===== config.mk =====
export PLATFORM = sky130hd
export DESIGN_NAME = rational_add_multiply_reduce
export DESIGN_NICKNAME = d
export VERILOG_FILES = /design/src/design/ramr_pkg.sv /design/src/design/ramr_front.sv /design/src/design/ramr_queue.sv /design/src/design/ramr_back.sv /design/src/design/rational_add_multiply_reduce.sv
export SDC_FILE = /design/constraint.sdc
export NUM_CORES = 2
export LEC_CHECK = 0
export BUFFER_PORTS_ARGS = -buffer_cell sky130_fd_sc_hd__clkbuf_2
export CAP_MARGIN = 25
export CORE_ASPECT_RATIO = 0.75
export CORE_MARGIN = 4
export CORE_UTILIZATION = 35
export DETAILED_ROUTE_END_ITERATION = 8
export GPL_TIMING_DRIVEN = 0
export HOLD_SLACK_MARGIN = 0.1
export PLACE_DENSITY_LB_ADDON = 0.3
export SLEW_MARGIN = 20
export SYNTH_ARGS = -nofsm -noshare
export SYNTH_HDL_FRONTEND = slang
export SYNTH_SLANG_ARGS = --single-unit

===== constraint.sdc =====
create_clock -name i_clk -period 9.1 [get_ports i_clk]
set_clock_uncertainty 0.2 [all_clocks]
set_input_delay 0.455 -clock i_clk [delete_from_list [all_inputs] [get_ports i_clk]]
set_output_delay 0.455 -clock i_clk [all_outputs]
set_load 0.005 [all_outputs]

===== src/design/ramr_pkg.sv =====
// shared types and constants for the rational add / multiply / reduce block
// no dependencies; every other file uses this package by scoped names
package ramr_pkg;

    localparam int OPERAND_WIDTH = 16;
    localparam int PROD_W        = 2 * OPERAND_WIDTH;
    localparam int SUM_W         = PROD_W + 1;
    localparam int MAG_W         = PROD_W;
    localparam int RES_NUM_W     = 33;
    localparam int RES_DEN_W     = 32;
    localparam int WIDE_W        = 64;

    localparam int QUEUE_DEPTH   = 2;
    localparam int QPTR_W        = $clog2(QUEUE_DEPTH);
    localparam int QCNT_W        = $clog2(QUEUE_DEPTH + 1);

    typedef enum logic [1:0] {
        CMD_ADD = 2'd0,
        CMD_MUL = 2'd1,
        CMD_CMP = 2'd2
    } t_cmd;

    // one classified request waiting for the back end
    typedef struct packed {
        logic                     reduce;
        logic                     is_equal;
        logic signed [SUM_W-1:0]  num;
        logic signed [PROD_W-1:0] den;
    } t_work;

    typedef enum logic [1:0] {
        BK_IDLE,
        BK_RUN,
        BK_DONE
    } t_back_state;

endpackage


===== src/design/ramr_front.sv =====
// front end: accepts requests, forms the products and sums, classifies
// depends on ramr_pkg
module ramr_front (
    input  logic                                          i_clk,
    input  logic                                          i_rst_n,
    input  logic                                          i_valid,
    output logic                                          o_stall,
    input  logic [1:0]                                    i_command,
    input  logic signed [ramr_pkg::OPERAND_WIDTH-1:0]     i_a_num,
    input  logic signed [ramr_pkg::OPERAND_WIDTH-1:0]     i_a_den,
    input  logic signed [ramr_pkg::OPERAND_WIDTH-1:0]     i_b_num,
    input  logic signed [ramr_pkg::OPERAND_WIDTH-1:0]     i_b_den,
    output logic                                          o_push,
    output ramr_pkg::t_work                               o_work,
    input  logic                                          i_q_full
);

    localparam int W  = ramr_pkg::OPERAND_WIDTH;
    localparam int PW = ramr_pkg::PROD_W;
    localparam int SW = ramr_pkg::SUM_W;

    // stage a: captured operands
    logic                r_a_valid;
    ramr_pkg::t_cmd      r_a_cmd;
    logic signed [W-1:0] r_a_an, r_a_ad, r_a_bn, r_a_bd;

    // stage b: registered products
    logic                 r_b_valid;
    ramr_pkg::t_cmd       r_b_cmd;
    logic                 r_b_eq;
    logic signed [PW-1:0] r_b_p0, r_b_p1, r_b_pd;

    logic                 b_load, a_load, a_move;
    logic signed [W-1:0]  mul_rhs;
    logic signed [PW-1:0] p0, p1, pd;
    logic                 a_eq;
    logic signed [SW-1:0] num;
    logic signed [PW-1:0] den;

    assign o_push  = r_b_valid && !i_q_full;
    assign b_load  = !r_b_valid || o_push;
    assign a_move  = r_a_valid && b_load;
    assign a_load  = !r_a_valid || b_load;
    assign o_stall = !a_load;

    // multiply needs a_num*b_num, add needs b_den*a_num
    assign mul_rhs = (r_a_cmd == ramr_pkg::CMD_MUL) ? r_a_bn : r_a_bd;
    assign p0 = PW'(r_a_ad) * PW'(r_a_bn);
    assign p1 = PW'(r_a_an) * PW'(mul_rhs);
    assign pd = PW'(r_a_ad) * PW'(r_a_bd);
    assign a_eq = (r_a_cmd == ramr_pkg::CMD_CMP) && (r_a_an == r_a_bn) && (r_a_ad == r_a_bd);

    always_comb begin
        case (r_b_cmd)
            ramr_pkg::CMD_ADD: begin
                num = SW'(r_b_p0) + SW'(r_b_p1);
                den = r_b_pd;
            end
            ramr_pkg::CMD_MUL: begin
                num = SW'(r_b_p1);
                den = r_b_pd;
            end
            default: begin
                num = '0;
                den = '0;
            end
        endcase
    end

    always_comb begin
        o_work.num      = num;
        o_work.den      = den;
        o_work.is_equal = r_b_eq;
        o_work.reduce   = (num != '0) && (den != '0);
    end

    always_ff @(posedge i_clk) begin
        if (!i_rst_n) begin
            r_a_valid <= 1'b0;
            r_b_valid <= 1'b0;
        end else begin
            if (a_load) begin
                r_a_valid <= i_valid;
            end
            if (b_load) begin
                r_b_valid <= a_move;
            end
        end
    end

    always_ff @(posedge i_clk) begin
        if (a_load && i_valid) begin
            r_a_cmd <= ramr_pkg::t_cmd'(i_command);
            r_a_an  <= i_a_num;
            r_a_ad  <= i_a_den;
            r_a_bn  <= i_b_num;
            r_a_bd  <= i_b_den;
        end
        if (a_move) begin
            r_b_cmd <= r_a_cmd;
            r_b_eq  <= a_eq;
            r_b_p0  <= p0;
            r_b_p1  <= p1;
            r_b_pd  <= pd;
        end
    end

endmodule


===== src/design/ramr_queue.sv =====
// short request queue between the front and back ends
// depends on ramr_pkg
module ramr_queue (
    input  logic            i_clk,
    input  logic            i_rst_n,
    input  logic            i_push,
    input  ramr_pkg::t_work i_work,
    output logic            o_full,
    input  logic            i_pop,
    output logic            o_nonempty,
    output ramr_pkg::t_work o_work
);

    localparam int DEPTH = ramr_pkg::QUEUE_DEPTH;
    localparam int PTR_W = ramr_pkg::QPTR_W;
    localparam int CNT_W = ramr_pkg::QCNT_W;

    ramr_pkg::t_work r_mem [DEPTH];
    logic [PTR_W-1:0] r_wr_ptr, r_rd_ptr;
    logic [CNT_W-1:0] r_count;

    assign o_full     = (r_count == CNT_W'(DEPTH));
    assign o_nonempty = (r_count != '0);
    assign o_work     = r_mem[r_rd_ptr];

    always_ff @(posedge i_clk) begin
        if (!i_rst_n) begin
            r_wr_ptr <= '0;
            r_rd_ptr <= '0;
            r_count  <= '0;
        end else begin
            if (i_push) begin
                r_wr_ptr <= (r_wr_ptr == PTR_W'(DEPTH - 1)) ? '0 : r_wr_ptr + PTR_W'(1);
            end
            if (i_pop) begin
                r_rd_ptr <= (r_rd_ptr == PTR_W'(DEPTH - 1)) ? '0 : r_rd_ptr + PTR_W'(1);
            end
            if (i_push && !i_pop) begin
                r_count <= r_count + CNT_W'(1);
            end else if (i_pop && !i_push) begin
                r_count <= r_count - CNT_W'(1);
            end
        end
    end

    always_ff @(posedge i_clk) begin
        if (i_push) begin
            r_mem[r_wr_ptr] <= i_work;
        end
    end

endmodule


===== src/design/ramr_back.sv =====
// back end: binary gcd with cofactor tracking, result register
// depends on ramr_pkg
module ramr_back (
    input  logic                                      i_clk,
    input  logic                                      i_rst_n,
    input  logic                                      i_nonempty,
    input  ramr_pkg::t_work                           i_work,
    output logic                                      o_pop,
    output logic                                      o_valid,
    input  logic                                      i_stall,
    output logic signed [ramr_pkg::RES_NUM_W-1:0]     o_res_num,
    output logic signed [ramr_pkg::RES_DEN_W-1:0]     o_res_den,
    output logic                                      o_is_equal
);

    localparam int MW = ramr_pkg::MAG_W;
    localparam int SW = ramr_pkg::SUM_W;
    localparam int PW = ramr_pkg::PROD_W;
    localparam int XW = ramr_pkg::WIDE_W;

    ramr_pkg::t_back_state r_state, n_state;

    // invariant: num_mag = p11*x + p12*y and den_mag = p21*x + p22*y, up to the common power of two
    logic [MW-1:0] r_x, r_y, r_p11, r_p12, r_p21, r_p22;
    logic [MW-1:0] n_x, n_y, n_p11, n_p12, n_p21, n_p22;
    logic          r_num_neg, r_den_neg;
    logic signed [SW-1:0] r_res_num;
    logic signed [PW-1:0] r_res_den;
    logic                 r_res_eq;

    logic          r_out_valid;
    logic signed [ramr_pkg::RES_NUM_W-1:0] r_out_num;
    logic signed [ramr_pkg::RES_DEN_W-1:0] r_out_den;
    logic          r_out_eq;

    logic          out_free, out_load, gcd_done;
    logic [MW-1:0] diff_xy, diff_yx, sum_n, sum_d;
    logic signed [SW-1:0] neg_n;
    logic signed [PW-1:0] neg_d;
    logic [MW-1:0] mag_n, mag_d;
    logic [SW-1:0] fin_n_ext;
    logic signed [SW-1:0] fin_num;
    logic signed [PW-1:0] fin_den;
    logic signed [XW-1:0] num_wide, den_wide;

    assign out_free = !r_out_valid || !i_stall;
    assign gcd_done = (r_x == r_y);

    // next state
    always_comb begin
        n_state = r_state;
        case (r_state)
            ramr_pkg::BK_IDLE: begin
                if (i_nonempty) begin
                    n_state = i_work.reduce ? ramr_pkg::BK_RUN : ramr_pkg::BK_DONE;
                end
            end
            ramr_pkg::BK_RUN: begin
                if (gcd_done) begin
                    n_state = ramr_pkg::BK_DONE;
                end
            end
            ramr_pkg::BK_DONE: begin
                if (out_free) begin
                    n_state = ramr_pkg::BK_IDLE;
                end
            end
            default: begin
                n_state = ramr_pkg::BK_IDLE;
            end
        endcase
    end

    // state outputs
    always_comb begin
        o_pop    = 1'b0;
        out_load = 1'b0;
        case (r_state)
            ramr_pkg::BK_IDLE: o_pop    = i_nonempty;
            ramr_pkg::BK_DONE: out_load = out_free;
            default: begin
                o_pop    = 1'b0;
                out_load = 1'b0;
            end
        endcase
    end

    // one gcd step
    assign diff_xy = r_x - r_y;
    assign diff_yx = r_y - r_x;

    always_comb begin
        n_x   = r_x;
        n_y   = r_y;
        n_p11 = r_p11;
        n_p12 = r_p12;
        n_p21 = r_p21;
        n_p22 = r_p22;
        if (!r_x[0] && !r_y[0]) begin
            n_x = r_x >> 1;
            n_y = r_y >> 1;
        end else if (!r_x[0]) begin
            n_x   = r_x >> 1;
            n_p11 = r_p11 << 1;
            n_p21 = r_p21 << 1;
        end else if (!r_y[0]) begin
            n_y   = r_y >> 1;
            n_p12 = r_p12 << 1;
            n_p22 = r_p22 << 1;
        end else if (r_x > r_y) begin
            // difference of two odds is even, halve in the same step
            n_x   = diff_xy >> 1;
            n_p11 = r_p11 << 1;
            n_p12 = r_p12 + r_p11;
            n_p21 = r_p21 << 1;
            n_p22 = r_p22 + r_p21;
        end else begin
            n_y   = diff_yx >> 1;
            n_p12 = r_p12 << 1;
            n_p11 = r_p11 + r_p12;
            n_p22 = r_p22 << 1;
            n_p21 = r_p21 + r_p22;
        end
    end

    // magnitudes of the incoming terms
    assign neg_n = -i_work.num;
    assign neg_d = -i_work.den;
    assign mag_n = i_work.num[SW-1] ? neg_n[MW-1:0] : i_work.num[MW-1:0];
    assign mag_d = i_work.den[PW-1] ? neg_d[MW-1:0] : i_work.den[MW-1:0];

    // reduced terms once x equals y
    assign sum_n     = r_p11 + r_p12;
    assign sum_d     = r_p21 + r_p22;
    assign fin_n_ext = {1'b0, sum_n};
    assign fin_num   = r_num_neg ? -signed'(fin_n_ext) : signed'(fin_n_ext);
    assign fin_den   = r_den_neg ? -signed'(sum_d) : signed'(sum_d);

    assign num_wide = XW'(r_res_num);
    assign den_wide = XW'(r_res_den);

    always_ff @(posedge i_clk) begin
        if (!i_rst_n) begin
            r_state     <= ramr_pkg::BK_IDLE;
            r_out_valid <= 1'b0;
        end else begin
            r_state <= n_state;
            if (out_load) begin
                r_out_valid <= 1'b1;
            end else if (!i_stall) begin
                r_out_valid <= 1'b0;
            end
        end
    end

    always_ff @(posedge i_clk) begin
        if (o_pop) begin
            r_x       <= mag_n;
            r_y       <= mag_d;
            r_p11     <= MW'(1);
            r_p12     <= '0;
            r_p21     <= '0;
            r_p22     <= MW'(1);
            r_num_neg <= i_work.num[SW-1];
            r_den_neg <= i_work.den[PW-1];
            r_res_num <= i_work.num;
            r_res_den <= i_work.den;
            r_res_eq  <= i_work.is_equal;
        end else if (r_state == ramr_pkg::BK_RUN) begin
            if (gcd_done) begin
                r_res_num <= fin_num;
                r_res_den <= fin_den;
            end else begin
                r_x   <= n_x;
                r_y   <= n_y;
                r_p11 <= n_p11;
                r_p12 <= n_p12;
                r_p21 <= n_p21;
                r_p22 <= n_p22;
            end
        end
        if (out_load) begin
            r_out_num <= num_wide[ramr_pkg::RES_NUM_W-1:0];
            r_out_den <= den_wide[ramr_pkg::RES_DEN_W-1:0];
            r_out_eq  <= r_res_eq;
        end
    end

    assign o_valid    = r_out_valid;
    assign o_res_num  = r_out_num;
    assign o_res_den  = r_out_den;
    assign o_is_equal = r_out_eq;

endmodule


===== src/design/rational_add_multiply_reduce.sv =====
// top level: rational add / multiply with gcd reduction and field compare
// depends on ramr_pkg, ramr_front, ramr_queue, ramr_back
//
//   channel  | direction | handshake          | payload
//   ---------+-----------+--------------------+------------------------------------------
//   request  | in        | i_valid / o_stall  | i_command, i_a_num, i_a_den, i_b_num, i_b_den
//   result   | out       | o_valid / i_stall  | o_res_num, o_res_den, o_is_equal
//
// the front end takes a request every cycle while o_stall is low, into a two-stage product pipe,
// then a two-entry queue; the back end runs a binary gcd, one shift or subtract-and-halve per
// cycle on 32-bit magnitudes; a reducing request holds the back end in BK_IDLE, then in BK_RUN
// until x equals y, then in BK_DONE; compare requests and those with a zero term skip BK_RUN
// reset is synchronous and active low; it empties the pipe, the queue and the result register
// a stalled result waits in the output register while new requests keep filling the queue
module rational_add_multiply_reduce (
    input  logic                                      i_clk,
    input  logic                                      i_rst_n,
    input  logic                                      i_valid,
    output logic                                      o_stall,
    input  logic [1:0]                                i_command,
    input  logic signed [ramr_pkg::OPERAND_WIDTH-1:0] i_a_num,
    input  logic signed [ramr_pkg::OPERAND_WIDTH-1:0] i_a_den,
    input  logic signed [ramr_pkg::OPERAND_WIDTH-1:0] i_b_num,
    input  logic signed [ramr_pkg::OPERAND_WIDTH-1:0] i_b_den,
    output logic                                      o_valid,
    input  logic                                      i_stall,
    output logic signed [ramr_pkg::RES_NUM_W-1:0]     o_res_num,
    output logic signed [ramr_pkg::RES_DEN_W-1:0]     o_res_den,
    output logic                                      o_is_equal
);

    logic            push, q_full, pop, q_nonempty;
    ramr_pkg::t_work push_work, head_work;

    ramr_front u_front (
        .i_clk     (i_clk),
        .i_rst_n   (i_rst_n),
        .i_valid   (i_valid),
        .o_stall   (o_stall),
        .i_command (i_command),
        .i_a_num   (i_a_num),
        .i_a_den   (i_a_den),
        .i_b_num   (i_b_num),
        .i_b_den   (i_b_den),
        .o_push    (push),
        .o_work    (push_work),
        .i_q_full  (q_full)
    );

    ramr_queue u_queue (
        .i_clk      (i_clk),
        .i_rst_n    (i_rst_n),
        .i_push     (push),
        .i_work     (push_work),
        .o_full     (q_full),
        .i_pop      (pop),
        .o_nonempty (q_nonempty),
        .o_work     (head_work)
    );

    ramr_back u_back (
        .i_clk      (i_clk),
        .i_rst_n    (i_rst_n),
        .i_nonempty (q_nonempty),
        .i_work     (head_work),
        .o_pop      (pop),
        .o_valid    (o_valid),
        .i_stall    (i_stall),
        .o_res_num  (o_res_num),
        .o_res_den  (o_res_den),
        .o_is_equal (o_is_equal)
    );

endmodule


* Word level (Yosys, flattened, before mapping) *
Memories as Yosys holds them, arrays and structs flattened. A register that Yosys moved wholly into a read port is not among the register bits.
Cells that the tools add are included.

storage, ports and cells
  bits in registers = 500
  bits in writable memories = 134
  output and inout bits = 68
  ROM bits = 0
  input bits = 70
  memories = 1
  latch bits = 0
  word-level logic and storage cells = 165

memories
  name           words  bits a word  rd ports  clocked after memory_dff  write ports  RTL line          text
  u_queue.r_mem  2      67           1         1                         1            ramr_queue.sv:18  ramr_pkg::t_work r_mem [DEPTH];

operators by class
  $lt $le $gt $ge = 1
  mux-type cells = 54
  equal/unequal tests = 18
  div/mod/pow operators = 0
  add/sub/neg operators = 13
  $mul = 3
  bitwise gates (word level) = 2
  reductions and logical operators = 40
  shift operators = 0

operators by type and width
  kind                number
  $mux 32             31
  $mux 33             4
  $mul 16x16->32      3
  $neg 32->32         3
  $pmux 33 s2         1
  $add 32x32->32      2
  $sub 32x32->32      2
  $add 32x32->33      1
  $neg 32->33         1
  $reduce_bool 33->1  1
  $eq 16x16->1        2
  $eq 32x32->1        1
  $gt 32x32->1        1
  $reduce_bool 32->1  1
  $mux 16             1
  $reduce_and 4->1    4
  $mux 2              6
  $ne 4x4->1 const B  3
  $logic_not 1->1     10
  $mux 1              10
  $logic_and 1x1->1   9
  $ne 2x1->1 const B  4
  $reduce_bool 2->1   4
  $eq 2x1->1 const B  3
  other kinds (13)    23

* Depth between registers and ports, before layout *
  word-level depth = 8
  gate-level depth with buffers = 30
  mapped depth without buffers = 27

* Modules after synthesis *
A second synthesis with hierarchy kept.

unflattened totals
  cell total of the unflattened synthesis = 6,847
  area total of the unflattened synthesis = 65,816.9 um2

modules (own cells, without submodules)
  module      area each (um2)  seq. area each (um2)  times used  cells each
  ramr_front  37,106.8         4,994.8               1           3,828
  ramr_back   23,541.3         8,568.2               1           2,789
  ramr_queue  5,168.7          4,124.0               1           230

* Worst setup path after synthesis *
OpenSTA, ideal clock, no wires.

  kind = register to register
  from = register u_front.r_a_cmd[1]
  to = register u_front.r_b_p1[31] (data pin)
  slack = 1.502 ns
  data arrival time = 7.138 ns
  library setup time = 0.260 ns
  required time = 8.640 ns
  buffers on the path = 3
  cell stages (with the launch flop) = 31
  clock period less this slack = 7.598 ns
  path through = edfxtp_1 -> nor2b_1 -> clkbuf_1 -> clkbuf_1 -> mux2_2 -> clkbuf_1 -> nand2_1 -> fa_1 -> inv_1 -> fa_1 -> inv_1 -> fa_1 -> inv_1 -> fa_1 -> fa_1 -> inv_1 -> fa_1 -> inv_1 -> ha_1 -> a21o_1 -> a21o_1 -> a21o_1 -> a21oi_1 -> o21ai_0 -> o31a_1 -> a221o_1 -> nand4_1 -> and3_1 -> o21bai_1 -> a21oi_1 -> xnor2_1

between the ends
  word-level cells in the longest chain between the ends = 3

ends and longest elaborated chain
  element                 RTL line           text
  start, declared         ramr_front.sv:24   ramr_pkg::t_cmd r_a_cmd;
  start signal, assigned  ramr_front.sv:93   r_a_cmd <= ramr_pkg::t_cmd'(i_command);
  $eq 2x1->1              ramr_front.sv:47   assign mul_rhs = (r_a_cmd == ramr_pkg::CMD_MUL) ? r_a_bn : r_a_bd;
  $mux 16                 ramr_front.sv:47
  $mul 16x16->32          ramr_front.sv:49   assign p1 = PW'(r_a_an) * PW'(mul_rhs);
  via u_front.p1[31]      ramr_front.sv:35   logic signed [PW-1:0] p0, p1, pd;
  end signal, assigned    ramr_front.sv:103  r_b_p1 <= p1;
  end, declared           ramr_front.sv:31   logic signed [PW-1:0] r_b_p0, r_b_p1, r_b_pd;

The timed path passes the listed nets, and every way through them passes these cells.
A chain may end at the register's enable or synchronous reset.

* Worst setup path after layout *
  from = register u_front.r_a_bn[7]
  to = register u_front.r_b_p0[31] (data pin)

between the ends
  word-level cells in the longest chain between the ends = 1

ends and longest elaborated chain
  element                 RTL line           text
  start, declared         ramr_front.sv:25   logic signed [W-1:0] r_a_an, r_a_ad, r_a_bn, r_a_bd;
  start signal, assigned  ramr_front.sv:96   r_a_bn <= i_b_num;
  $mul 16x16->32          ramr_front.sv:48   assign p0 = PW'(r_a_ad) * PW'(r_a_bn);
  via u_front.p0[31]      ramr_front.sv:35
  end signal, assigned    ramr_front.sv:102  r_b_p0 <= p0;
  end, declared           ramr_front.sv:31

The timed path passes the listed nets, and every way through them passes these cells.

==> metrics.cfg <==
[floorplan]
num_rows = 136
dieArea_um2 = 193000
start_util = 0.354
dieHeight_um = 381
ios = 138
die_w_um = 506
core_um2 = 184000

[placed_design]
pre_cts_ws_ns = -0.257
gp_congestion = 0.940
port_buffers = 136
dp_hpwl_um = 172000
dpl.cell_count = 9437

[sta]
setup_viol = 0
slew_violations = 0
tightest_slew_ns = 1.18
final.setup.worst_slack_ns = 0.225
fmax_mhz = 113
rsz0062_at_grt = false
period_needed_ns = 8.88
hold_violations = 0
relSlewSlack = 0.208
post-route-period-util = 0.975

[drt]
via_count = 50700
top_layer = met5
firstDrtPassIters = 5
wl_per_cell_um = 22.0
drt_iter0_drc = 5018
wl_met3_um = 18600
met1_length_um = 97300
wl_um = 212000
ant_nets = 0
dr_wl_met2_um = 91000
vias_per_cell = 5.25
drc_errors = 0

[logic_synthesis]
synthCells = 6793
synth_nets = 8080
synth_edf_count = 497
synthTopCellsByCount = inv_1 (1045), fa_1 (791), nand2_1 (782)
yosys.area.top_type = fa_1
syn-cell-area_um2 = 65100
synth.area.top_cells = fa_1 (24%), edfxtp_1 (23%), ha_1 (8.2%), inv_1 (6.0%), nand2_1 (4.5%)
ys_seq_elements = 635
yosysSeqAreaShare = 0.272
synth.distinct_cells = 93
synthFlopType = edfxtp_1
yosysMostFrequentCell = inv_1
synth_top_area_frac = 0.243
avgSynthCellArea_um2 = 9.58
ys_warn_count = 0
async_flop_share = 0

[worst_hold_path]
hold_path_class = flop to flop
worstHoldEndpoint = u_back.o_res_num[15]
worstHoldStart = u_back.r_res_num[15]
hold_depth = 0

[status]
status = finished clean

[setup_path]
r2r_cells = 24
startpoint_type = flop
cp.required_ns = 9.22
path_max_fanout = 10
critPathArrivalTime_ns = 9.00
r2r_start = u_front.r_a_bn[7]
timing.rr.end = u_front.r_b_p0[31]
end_kind = flop
r2r_slack_ns = 0.22
crit_type = flop to flop

[clock_tree]
cts.sinks = 635
clkTransAtPathRegs_ns = 0.06
cts_tree = yes
clockBufferDepth = 3
clkLatencyLatePin_ns = 0.71
tritoncts.num_buffers = 72
cts_max_level = 3
root_buffer = clkbuf_16

[job]
maxCapViolations = 0

[finish]
synthToLayoutAreaGrowth_pct = 12.0
final_core_util = 0.396
drive_above_1_share = 0.0569
fin_cells = 9643
fin_nets = 8385

[global_route]
grt_pass1_wl_um = 321000
grt_max_degree = 43
grt_overflow_total = 0
first_global_vias = 51200
antenna_found_initial = 14
grt_usage = 0.218

==> placed cells by master, fill, tap and decap left out, types with 86 or more instances in the layout <==
cell	n
inv_1	1045
fa_1	791
nand2_1	782
edfxtp_1	497
nor2_1	431
ha_1	426
a21oi_1	334
and2_1	297
clkbuf_1	270
xnor2_1	257
o21ai_0	194
clkbuf_2	154
dfxtp_1	138
a21o_1	115
xor2_1	112
nor3_1	96
a311oi_1	86
==> worst max-delay path, cell delays in order, from the launching register on <==
cell and delay, ns:
edfxtp_1 0.92, clkbuf_1 0.56, nand2_1 0.17, fa_1 0.57
inv_1 0.04, ha_1 0.16, inv_1 0.06, fa_1 0.43
fa_1 0.59, fa_1 0.44, fa_1 0.50, inv_1 0.04
ha_1 0.34, a21o_1 0.18, a21o_1 0.17, a21oi_1 0.45
o21ai_0 0.23, a211o_1 0.33, a31oi_1 0.47, o21ai_0 0.17
and2_1 0.20, o41a_1 0.35, a21o_1 0.19, a21oi_1 0.16
xnor2_1 0.52
==> area by class of cell <==
type	count	area (um2)
Buffer	309	1210
Tap cell	2484	3110
Timing Repair Buffer	242	2030
Multi-Input combinational cell	4790	42300
Antenna cell	3	7.51
Clock inverter	54	711
Fill cell	18200	111000
Sequential cell	635	17700
Clock buffer	78	1850
Inverter	1048	3930
==> metal layers <==
layer / track usage / vias to the layer above
li1: - / 23000
met1: 0.320 / 25400
met2: 0.329 / 2000
met3: 0.0463 / 269
met4: 0.0507 / 4
met5: 0 / -
==> worst max path at each step <==
stage	from	to	slack (ns)	depth (start not counted)
after detailed placement	u_front.r_a_cmd[1]	u_front.r_b_p1[31]	-0.26	30
after global routing	u_front.r_a_cmd[1]	u_front.r_b_p1[31]	0.001	28
after global placement	u_back.r_y[19]	u_back.r_res_den[13]	-1.61	9
after floorplan	u_front.r_a_cmd[1]	u_front.r_b_p1[31]	1.50	30
final	u_front.r_a_bn[7]	u_front.r_b_p0[31]	0.22	24
after CTS	u_front.r_a_cmd[1]	u_front.r_b_p1[31]	0.13	28
==> sequential cells by signal, indices dropped and copies added, names as in the netlist, 32 cells and up, named ones only <==
register	cells
u_back.r_p22	32
u_back.r_res_den	32
u_back.r_res_num	33
u_front.r_b_pd	32
u_back.o_res_den	32
u_back.r_p11	32
u_front.r_b_p0	32
u_back.r_p12	32
u_queue.r_mem	134
u_back.o_res_num	33
u_front.r_b_p1	32
u_back.r_p21	32
u_back.r_x	32
u_back.r_y	32
==> metrics by stage <==
step	hold slack [ns]	TNS, ns	area, um2
3_3_place_gp	0.201	-103.96	68800
2_1_floorplan	0.200	0	65100
6_report	0.217	0	72800
3_5_place_dp	0.205	-0.503	69500
5_1_grt	0.213	0	72800
4_1_cts	0.211	0	72700
==> cells by family (layout without fill, tap and decap cells) <==
group | after synthesis | after routing | share of synthesized area
fa+ha+maj | 1217 | 1217 | 0.325
flops | 635 | 635 | 0.272
buf+inv | 1368 | 1731 | 0.0794
mux | 106 | 106 | 0.0168
xor+xnor | 371 | 371 | 0.0501
other cells | 0 | 3 | 0
simple gates | 1963 | 1963 | 0.141
compound gates | 1133 | 1133 | 0.115
==> repair_timing <==
item	4_1_cts	5_1_grt
buffers inserted	0	6
gates resized for setup	1	35
hold buffers	71	0
endpoints found under the setup margin	5	6
endpoints found under the hold margin	98	0
Power is not shown: default switching activity piles up to over one toggle a cycle in this logic, so the estimate is an artifact.
